===== config.mk =====
export PLATFORM = sky130hd
export DESIGN_NAME = ema_occupancy_detector
export DESIGN_NICKNAME = d
export VERILOG_FILES = /design/src/hdl/emaod_pkg.sv /design/src/hdl/emaod_average.sv /design/src/hdl/emaod_tracker.sv /design/src/hdl/ema_occupancy_detector.sv
export SDC_FILE = /design/constraint.sdc
export NUM_CORES = 1
export LEC_CHECK = 0
export BUFFER_PORTS_ARGS = -buffer_cell sky130_fd_sc_hd__buf_2
export CORE_MARGIN = 3
export CORE_UTILIZATION = 59
export CTS_BUF_LIST = sky130_fd_sc_hd__clkbuf_16
export DETAILED_ROUTE_END_ITERATION = 8
export PLACE_DENSITY = 0.81
export SLEW_MARGIN = 0
export SYNTH_ARGS = -nofsm -noshare
export SYNTH_HDL_FRONTEND = slang
export SYNTH_SLANG_ARGS = --single-unit

===== constraint.sdc =====
create_clock -name clk_i -period 9.6 [get_ports clk_i]
set_input_delay 0.48 -clock clk_i [delete_from_list [all_inputs] [get_ports clk_i]]
set_output_delay 0.48 -clock clk_i [all_outputs]
set_load 0.01 [all_outputs]

===== src/hdl/emaod_pkg.sv =====
// Shared constants, types and codes of the moving-average occupancy detector.
package emaod_pkg;

  // Sample and fixed-point format of the running average.
  localparam int SAMPLE_BITS   = 10;
  localparam int FRACTION_BITS = 8;
  localparam int AVG_W         = SAMPLE_BITS + FRACTION_BITS;

  // Configuration register widths.
  localparam int WEIGHT_BITS = 9;
  localparam int LEVEL_BITS  = 10;
  localparam int CFG_DATA_W  = (WEIGHT_BITS > LEVEL_BITS) ? WEIGHT_BITS : LEVEL_BITS;
  localparam int CFG_IDX_W   = 1;

  // Weight is in 1/WEIGHT_ONE units; WEIGHT_ONE is the top code that stays meaningful.
  localparam int WEIGHT_SHIFT = WEIGHT_BITS - 1;
  localparam logic [WEIGHT_BITS-1:0] WEIGHT_ONE = WEIGHT_BITS'(1 << WEIGHT_SHIFT);

  // Signed threshold width: average plus or minus the shifted level, with headroom.
  localparam int LVL_Q_W = LEVEL_BITS + FRACTION_BITS;
  localparam int THR_W   = ((AVG_W > LVL_Q_W) ? AVG_W : LVL_Q_W) + 2;

  // Reset values of the configuration registers.
  localparam logic [WEIGHT_BITS-1:0] WEIGHT_RESET = WEIGHT_BITS'(32);
  localparam logic [LEVEL_BITS-1:0]  LEVEL_RESET  = LEVEL_BITS'(50);

  // Configuration register indexes.
  localparam logic [CFG_IDX_W-1:0] CFG_SMOOTHING_WEIGHT = 1'b0;
  localparam logic [CFG_IDX_W-1:0] CFG_THRESHOLD_LEVEL  = 1'b1;

  typedef enum logic [1:0] {
    PH_OPEN     = 2'd0,
    PH_COVERING = 2'd1,
    PH_COVERED  = 2'd2,
    PH_OPENING  = 2'd3
  } phase_e;

  // Result of one step, handed from the tracker to the output register.
  typedef struct packed {
    phase_e                 phase;
    logic                   changed;
    logic [SAMPLE_BITS-1:0] average;
  } step_res_t;

endpackage


===== src/hdl/emaod_average.sv =====
// Exponential moving average update: avg + w*(sample - avg)/256, rounded down.
module emaod_average (
  input  logic [emaod_pkg::AVG_W-1:0]       sample_q8_i,
  input  logic [emaod_pkg::AVG_W-1:0]       avg_q8_i,
  input  logic [emaod_pkg::WEIGHT_BITS-1:0] weight_i,
  output logic [emaod_pkg::AVG_W-1:0]       avg_q8_o
);
  import emaod_pkg::*;

  localparam int DIFF_W = AVG_W + 1;
  localparam int PROD_W = WEIGHT_BITS + 1 + DIFF_W;

  logic [WEIGHT_BITS-1:0]    w_sat;
  logic signed [DIFF_W-1:0]  diff;
  logic signed [PROD_W-1:0]  w_ext;
  logic signed [PROD_W-1:0]  diff_ext;
  logic signed [PROD_W-1:0]  prod;
  logic signed [PROD_W-1:0]  avg_scaled;
  logic signed [PROD_W-1:0]  mix;

  // Saturate the weight so the average never overshoots the sample.
  assign w_sat = (weight_i > WEIGHT_ONE) ? WEIGHT_ONE : weight_i;

  assign diff = $signed({1'b0, sample_q8_i}) - $signed({1'b0, avg_q8_i});
  // Extend both factors to the full product width before the multiply.
  assign w_ext    = $signed({{(PROD_W - WEIGHT_BITS){1'b0}}, w_sat});
  assign diff_ext = $signed({{(PROD_W - DIFF_W){diff[DIFF_W-1]}}, diff});
  assign prod     = w_ext * diff_ext;
  assign avg_scaled = $signed({{(PROD_W - AVG_W - WEIGHT_SHIFT){1'b0}}, avg_q8_i,
                               {WEIGHT_SHIFT{1'b0}}});
  // The blend lies between sample and average, so it is never negative.
  assign mix = avg_scaled + prod;

  assign avg_q8_o = mix[WEIGHT_SHIFT +: AVG_W];

endmodule


===== src/hdl/emaod_tracker.sv =====
// Detector state: running average, reference threshold, phase machine.
module emaod_tracker (
  input  logic                                clk_i,
  input  logic                                rst_ni,
  input  logic                                step_i,
  input  logic [emaod_pkg::SAMPLE_BITS-1:0]   sample_i,
  input  logic                                busy_i,
  input  logic [emaod_pkg::WEIGHT_BITS-1:0]   weight_i,
  input  logic [emaod_pkg::LEVEL_BITS-1:0]    level_i,
  output emaod_pkg::step_res_t                res_o
);
  import emaod_pkg::*;

  phase_e                   phase_q, phase_d;
  logic [AVG_W-1:0]         avg_q, avg_d;
  logic signed [THR_W-1:0]  ref_q, ref_d;
  logic                     primed_q;

  logic [AVG_W-1:0]         sq;
  logic [AVG_W-1:0]         avg_mix;
  logic [AVG_W-1:0]         avg_new;
  logic signed [THR_W-1:0]  sq_s, avg_s, lvl_s, thr_hi, thr_lo;
  logic                     changed;

  assign sq = {sample_i, {FRACTION_BITS{1'b0}}};

  emaod_average u_average (
    .sample_q8_i (sq),
    .avg_q8_i    (avg_q),
    .weight_i    (weight_i),
    .avg_q8_o    (avg_mix)
  );

  // First sample after reset only loads the average.
  assign avg_new = primed_q ? avg_mix : sq;

  assign sq_s   = $signed({{(THR_W - AVG_W){1'b0}}, sq});
  assign avg_s  = $signed({{(THR_W - AVG_W){1'b0}}, avg_new});
  assign lvl_s  = $signed({{(THR_W - LVL_Q_W){1'b0}}, level_i, {FRACTION_BITS{1'b0}}});
  assign thr_hi = avg_s + lvl_s;
  assign thr_lo = avg_s - lvl_s;

  always_comb begin
    phase_d = phase_q;
    ref_d   = ref_q;
    avg_d   = avg_new;
    changed = 1'b0;
    unique case (phase_q)
      PH_OPEN: begin
        ref_d = thr_hi;
        if (primed_q && (sq_s > thr_hi)) begin
          phase_d = PH_COVERING;
        end
      end
      PH_COVERING: begin
        if (primed_q) begin
          if (sq_s < avg_s) begin
            phase_d = PH_OPEN;
          end else if ((avg_s > ref_q) && !busy_i) begin
            phase_d = PH_COVERED;
            changed = 1'b1;
            avg_d   = sq;
          end
        end
      end
      PH_COVERED: begin
        ref_d = thr_lo;
        if (primed_q && (sq_s < thr_lo)) begin
          phase_d = PH_OPENING;
        end
      end
      PH_OPENING: begin
        if (primed_q) begin
          if (sq_s > thr_hi) begin
            phase_d = PH_COVERED;
          end else if ((avg_s < ref_q) && !busy_i) begin
            phase_d = PH_OPEN;
            changed = 1'b1;
            avg_d   = sq;
          end
        end
      end
    endcase
  end

  always_ff @(posedge clk_i or negedge rst_ni) begin
    if (!rst_ni) begin
      phase_q  <= PH_OPEN;
      avg_q    <= '0;
      ref_q    <= '0;
      primed_q <= 1'b0;
    end else if (step_i) begin
      phase_q  <= phase_d;
      avg_q    <= avg_d;
      ref_q    <= ref_d;
      primed_q <= 1'b1;
    end
  end

  assign res_o.phase   = phase_d;
  assign res_o.changed = changed;
  assign res_o.average = avg_d[FRACTION_BITS +: SAMPLE_BITS];

endmodule


===== src/hdl/ema_occupancy_detector.sv =====
// An accepted sample passes the input stage, then the result register. The average update is
// one 10x19 multiply and an add per step. Throughput: one sample per cycle unless results stall.
// The result register frees the input side: a new sample is taken while a result waits.
// Reset (rst_ni low, asynchronous) clears the phase to open, the average, the reference
// and the primed flag, empties both stages, and loads weight 32 and level 50.
// Top level: input stage, configuration registers, tracker and result register.
module ema_occupancy_detector (
  input  logic                                clk_i,
  input  logic                                rst_ni,
  // sample channel
  input  logic                                in_valid_i,
  output logic                                in_ready_o,
  input  logic [emaod_pkg::SAMPLE_BITS-1:0]   sample_i,
  input  logic                                others_agree_busy_i,
  // result channel
  output logic                                out_valid_o,
  input  logic                                out_ready_i,
  output logic [1:0]                          detector_state_o,
  output logic                                state_changed_o,
  output logic [emaod_pkg::SAMPLE_BITS-1:0]   average_value_o,
  // configuration writes
  input  logic                                cfg_we_i,
  input  logic [emaod_pkg::CFG_IDX_W-1:0]     cfg_index_i,
  input  logic [emaod_pkg::CFG_DATA_W-1:0]    cfg_data_i
);
  import emaod_pkg::*;

  // Configuration registers.
  logic [WEIGHT_BITS-1:0] weight_q;
  logic [LEVEL_BITS-1:0]  level_q;

  // Input stage.
  logic                   s1_valid_q;
  logic [SAMPLE_BITS-1:0] s1_sample_q;
  logic                   s1_busy_q;

  // Result stage.
  logic                   out_valid_q;
  step_res_t              out_res_q;

  step_res_t              res;
  logic                   step;

  // Advance the input stage whenever the result register is empty or being drained.
  assign step       = s1_valid_q && (!out_valid_q || out_ready_i);
  assign in_ready_o = !s1_valid_q || step;

  always_ff @(posedge clk_i or negedge rst_ni) begin
    if (!rst_ni) begin
      weight_q <= WEIGHT_RESET;
      level_q  <= LEVEL_RESET;
    end else if (cfg_we_i) begin
      unique case (cfg_index_i)
        CFG_SMOOTHING_WEIGHT: weight_q <= cfg_data_i[WEIGHT_BITS-1:0];
        CFG_THRESHOLD_LEVEL:  level_q  <= cfg_data_i[LEVEL_BITS-1:0];
        default: ;
      endcase
    end
  end

  // Capture a transaction on the sample channel.
  always_ff @(posedge clk_i or negedge rst_ni) begin
    if (!rst_ni) begin
      s1_valid_q <= 1'b0;
    end else if (in_ready_o) begin
      s1_valid_q <= in_valid_i;
    end
  end

  always_ff @(posedge clk_i) begin
    if (in_valid_i && in_ready_o) begin
      s1_sample_q <= sample_i;
      s1_busy_q   <= others_agree_busy_i;
    end
  end

  // Average, thresholds and phase update for the sample in the input stage.
  emaod_tracker u_tracker (
    .clk_i    (clk_i),
    .rst_ni   (rst_ni),
    .step_i   (step),
    .sample_i (s1_sample_q),
    .busy_i   (s1_busy_q),
    .weight_i (weight_q),
    .level_i  (level_q),
    .res_o    (res)
  );

  // Result register: load on a step, drop once the consumer takes it, hold otherwise.
  always_ff @(posedge clk_i or negedge rst_ni) begin
    if (!rst_ni) begin
      out_valid_q <= 1'b0;
    end else if (step) begin
      out_valid_q <= 1'b1;
    end else if (out_ready_i) begin
      out_valid_q <= 1'b0;
    end
  end

  always_ff @(posedge clk_i) begin
    if (step) begin
      out_res_q <= res;
    end
  end

  assign out_valid_o      = out_valid_q;
  assign detector_state_o = out_res_q.phase;
  assign state_changed_o  = out_res_q.changed;
  assign average_value_o  = out_res_q.average;

`ifndef SYNTH
  // A confirmed change only ever lands in covered or open.
  a_change_target: assert property (@(posedge clk_i) disable iff (!rst_ni)
    (out_valid_o && state_changed_o) |->
      (detector_state_o == PH_COVERED || detector_state_o == PH_OPEN))
    else $error("state change reported outside covered/open");

  // A confirmed change reloads the average from the sample itself.
  a_change_reload: assert property (@(posedge clk_i) disable iff (!rst_ni)
    (step && res.changed) |-> (res.average == s1_sample_q))
    else $error("average not reloaded on confirmed change");

  // Every step must leave a result waiting in the output register.
  a_step_fills_out: assert property (@(posedge clk_i) disable iff (!rst_ni)
    step |=> out_valid_o)
    else $error("step did not produce a result");

  // The input stage must not advance onto a stalled result.
  a_no_overwrite: assert property (@(posedge clk_i) disable iff (!rst_ni)
    (out_valid_o && !out_ready_i) |-> !step)
    else $error("result overwritten while stalled");
`endif

endmodule


Word level (Yosys, flattened, before mapping):

Index checks and enable logic that the tools add are counted.
W data, S select, Z words.

* muxes and demuxes: 28
* order comparisons: 6
* shift operators: 0
* equal/unequal tests: 3
* multipliers: 1
* reductions and logical operators: 17
* add/subtract/negate cells: 4
* divide/modulo/power cells: 0
* bitwise gates (word level): 1

Operators with widths (count)
* $mux W18: 7
* $gt A19 B20 Y1: 2
* $lt A19 B20 Y1: 2
* $pmux W20 S2: 1
* $sub A18 B18 Y19: 2
* $pmux W18 S2: 1
* $add A26 B26 Y26: 1
* $mul A10 B19 Y26: 1
* $add A18 B18 Y19: 1
* $lt A18 B18 Y1: 1
* $mux W2: 8
* $gt A9 B9 Y1 const B: 1
* $mux W9: 1
* $mux W1: 8
* $pmux W2 S4: 1
* $logic_and A1 B1 Y1: 6
* $reduce_and A2 Y1: 3
* $eq A2 B2 Y1 const B: 2
* $reduce_bool A2 Y1: 2
* $logic_not A1 Y1: 3
* $eq A2 B1 Y1 const B: 1
* $logic_not A2 Y1: 1
* $logic_or A1 B1 Y1: 2
* $pmux W1 S2: 1
* $not A1 Y1: 1

* bits in latches: 0
* word-level logic and storage cells: 73
* memories kept: 0
* output and inout bits: 15
* bits in registers: 86
* RAM bits: 0
* input port bits: 27
* bits in read-only memories: 0

Depth between registers and ports, before layout:

* depth in word-level cells: 11
* depth in mapped cells: 48
* mapped depth without buffers: 46

By module:

A second synthesis with hierarchy kept.

* cells, all modules: 1377
* area total of the unflattened synthesis: 12640.9 µm²

Modules (own cells, without submodules)
* emaod_average: cells an instance 788, seq. area each 0.0 µm², area an instance 6735.2 µm², times used 1
* emaod_tracker: cells an instance 516, seq. area each 1026.0 µm², area an instance 4344.2 µm², times used 1
* ema_occupancy_detector: cells an instance 73, seq. area each 1251.2 µm², area an instance 1561.5 µm², times used 1

Worst setup path before layout:

Ideal clock, no wire load.

* kind: register to register
* start point: register u_tracker.avg_q[0]
* end point: register out_res_q (netlist bit average_value_o[0]) (data pin)
* data required time: 9340 ps
* setup slack: -656 ps
* arrival time: 9996 ps
* cell stages (with the launch flop): 46
* buffers on the path: 2
* library setup time: 260 ps
* clock period less this slack: 10256 ps
* path through: dfrtp_1 inv_1 ha_1 nor4b_1 a211oi_1 o21a_1 o31ai_1 xor2_1 nand2_1 fa_1 inv_1 fa_1 fa_1 fa_1 inv_1 fa_1 inv_1 ha_1 (+10 left out) ha_1 buf_2 nand2b_1 o31a_1 o41ai_1 o41ai_1 o21bai_1 a21oi_1 xor2_1 ha_1 a21o_1 a41oi_1 a21bo_2 o211ai_1 and2_4 buf_6 o21ai_4 mux2_4

RTL lines
* start: declaration: line emaod_tracker.sv:15 `logic [AVG_W-1:0] avg_q, avg_d;`
* start signal: assignment: line emaod_tracker.sv:94 `avg_q <= avg_d;`
* end signal: assignment: line ema_occupancy_detector.sv:102 `out_res_q <= res;`
* end: declaration: line ema_occupancy_detector.sv:39 `step_res_t out_res_q;`

==> metrics.txt <==
status=finished, violations left; failing checks=setup timing; Avg Cell Area, Syn=a little over 9 µm²; ys flop type=dfrtp_1; die area=22,900 µm²; r2r endpoint=average_value_o[3]$_DFFE_PP_; initial antenna violation count=0; Port Buf Inserts=41; root buffer cell=clkbuf_16; clock buffer depth=2; RSZ-0062 raised after global routing=yes; Min-Delay Path Class=primary input to async pin; WP data required=approximately 10 ns; Max Cap Violations=0; Yosys reg bits=86; Nets=slightly below 2,000; CTS sink count=86; Final setup viols=33; Setup crit end=average_value_o[3]$_DFFE_PP_; Arr. time, crit path=approximately 10 ns; crit path launch type=register; width of the die=about 150 µm; Initial DRC Count=1,209; Filler cells=~1,200; Mapped Nets=roughly 1,700; final WL=roughly 40,000 µm; Min Hold Slack=between 0.2 and 0.3 ns; ranking of synthesized cells by area=fa_1, ha_1, dfrtp_1, inv_1, edfxtp_1; CTS tree=yes; period utilization=107%; Worst Tran Pin Value=roughly 1.1 ns; met2 Track Usage GR=about three fifths; maximum fanout along the worst path=8; FF-to-FF path depth=between 40 and 50; Post-synth EDFFs=24; commonest non-fill, non-tap cell in the layout=inv_1; GRT Max-Usage Layer=met2; Starting Density=around three fifths; Final Hold Viols=0; sequential fraction of the synthesis area=a little under a fifth; Synth Cell Area=12,500 µm²; antenna viol nets, final=0; M3 GR Usage=under 10%; Async S/R FF share, synth=between 70% and 80%; Final Util=between 70 and 80%; worst skew pair latency=between 0.3 and 0.4 ns; Reg clk slew, reported paths=approximately 0.07 ns; Total Routing Usage GR=approximately a third; largest net degree at the start of global routing=63; Final Critical Period=between 10 and 15 ns; Die H=between 150 and 200 µm; Cell variety after synth=78; CORE AREA=slightly above 20,000 µm²; CTS Buf Count=9; YS warnings=0; number of antenna cells inserted=0; hpwl dp=between 20,000 and 30,000 µm; post-route setup slack=-0.699 ns; Ports=42; R2R Setup Slk=-0.70 ns; slowest stage delay, CP=about 0.53 ns; Setup CP Type=register to register; most used cell, CP=fa_1; CP endpoint kind=register; most frequent cells in the layout=inv_1, buf_4, nand2_1; vias=around 12,000; Worst R2R Start=s1_sample_q[1]$_DFFE_PP_; M1 GR Usage=a little over two fifths; H-tree lvl count=3; Slew Limit Fails=0; number of global-route vias before repair=approximately 12,000; skew final=~0.012 ns; Worst path slowest cell=fa_1; DR vias/cell=slightly above 6; Worst slew margin=24.2%; share of layout cells above drive strength 1=between 20% and 30%; Final GP Congestion=between 0.9 and 1; wire per inst=between 20 and 25 µm; GR Overflow Total=0; CP Launch Point=s1_sample_q[1]$_DFFE_PP_; Achievable Freq=approximately 97 MHz; number of core rows=52; drt first pass iters=7; area leader, netlist=fa_1; setup TNS=-17.38 ns; Synth top area share=roughly a quarter; area grow syn2layout=25.2%; Cells after Synth=around 1,400; residual DRC count=0; first-pass GRT wire length=60,500 µm
through the flow:
| stage | instance area, µm² | setup WS [ns] | instances |
|---|---|---|---|
| 2_1_floorplan | 12800 | -0.0869 | 1373 |
| 3_3_place_gp | 14500 | -0.314 | 1823 |
| 3_5_place_dp | 14500 | -0.467 | 1823 |
| 4_1_cts | 15200 | -0.0765 | 1870 |
| 5_1_grt | 15600 | -0.929 | 1887 |
| 6_report | 15600 | -0.699 | 1887 |
registers in the layout, summed over array words and instances, names as in the netlist:
register	count
level_q	10
out_valid_o	1
weight_q	9
u_tracker.avg_q	18
u_tracker.primed_q	1
s1_sample_q	10
s1_busy_q	1
s1_valid_q	1
u_tracker.phase_q	2
state_changed_o	1
u_tracker.ref_q	20
detector_state_o	2
average_value_o	10
per-layer routing:
layer	share of wire, %	vias to the layer above
met1	35	5491
met3	10	284
li1	-	4922
met2	48	807
met4	7.1	0
met5	0	-
how the worst min path moves through the flow:
stage / start / slack, ns / end
2_1_floorplan: rst_ni / 0.18 / level_q[0]$_DFFE_PN0P_
3_3_place_gp: u_tracker.ref_q[5]$_DFFE_PN0P_ / 0.46 / u_tracker.ref_q[5]$_DFFE_PN0P_
3_5_place_dp: u_tracker.ref_q[4]$_DFFE_PN0P_ / 0.47 / u_tracker.ref_q[4]$_DFFE_PN0P_
4_1_cts: sample_i[7] / 0.30 / s1_sample_q[7]$_DFFE_PP_
5_1_grt: sample_i[3] / 0.29 / s1_sample_q[3]$_DFFE_PP_
6_report: rst_ni / 0.30 / level_q[6]$_DFFE_PN0P_
cell type report:
type | count | area (µm²) | area share [%]
timing repair buffer | 266 | 1970 | 12.6
inverter | 265 | 995 | 6.37
sequential | 86 | 2280 | 14.6
tap | 270 | 338 | 2.17
clock buffer | 9 | 225 | 1.44
clock inverter | 7 | 48.8 | 0.313
multi-input combinational | 984 | 9750 | 62.5
worst max-delay path: cells and delay by family, from the launching register on:
kind | cells | cell delay (ns)
AND/OR/NAND/NOR | 11 | 1.57
XOR/XNOR | 3 | 0.64
AO/OA/AOI/OAI | 15 | 2.68
flip-flops | 1 | 0.49
multiplexers | 1 | 0.30
buffers and inverters | 5 | 0.48
adder cells (fa/ha/maj) | 9 | 3.88
synthesized netlist by cell type, types with 4 or more instances:
cell      number
a211oi_1       6
a21o_1        28
a21oi_1       43
a221oi_1       6
a31oi_1        7
and2_1        35
and3_1         4
clkbuf_1      31
dfrtp_1       58
dfstp_2        4
edfxtp_1      24
fa_1         149
ha_1         137
inv_1        265
mux2_2        26
mux2_4         7
mux2i_1        9
nand2_1      153
nand2b_1      19
nand3_1       14
nand3b_1       4
nand4_1        7
nor2_1        81
nor2b_1       21
nor3_1        18
o211ai_1       7
o21a_1         7
o21ai_0       44
o21bai_1       8
o221ai_1       4
o31ai_1       11
xnor2_1       42
xor2_1        22
kinds of logic (layout without fill, tap and decap cells):
logic type	after synthesis	in the layout	synth area share, %
and+or+nand+nor	381	381	14.6
buffers and inverters	303	547	9.22
adders and majority gates	286	286	37.7
AOI/OAI and AO/OA	210	210	11.6
DFF	86	86	18.3
xor gates and xnor gates	65	65	4.68
muxes	42	42	3.92
timing repair:
action                     CTS  global route
setup endpoints to repair   33            33
pin swaps                   56            50
hold buffers                 0             0
gates resized for setup     40            58
setup buffers               31            17
Power is not shown: default switching activity piles up to over one toggle a cycle in this logic, so the estimate is an artifact.
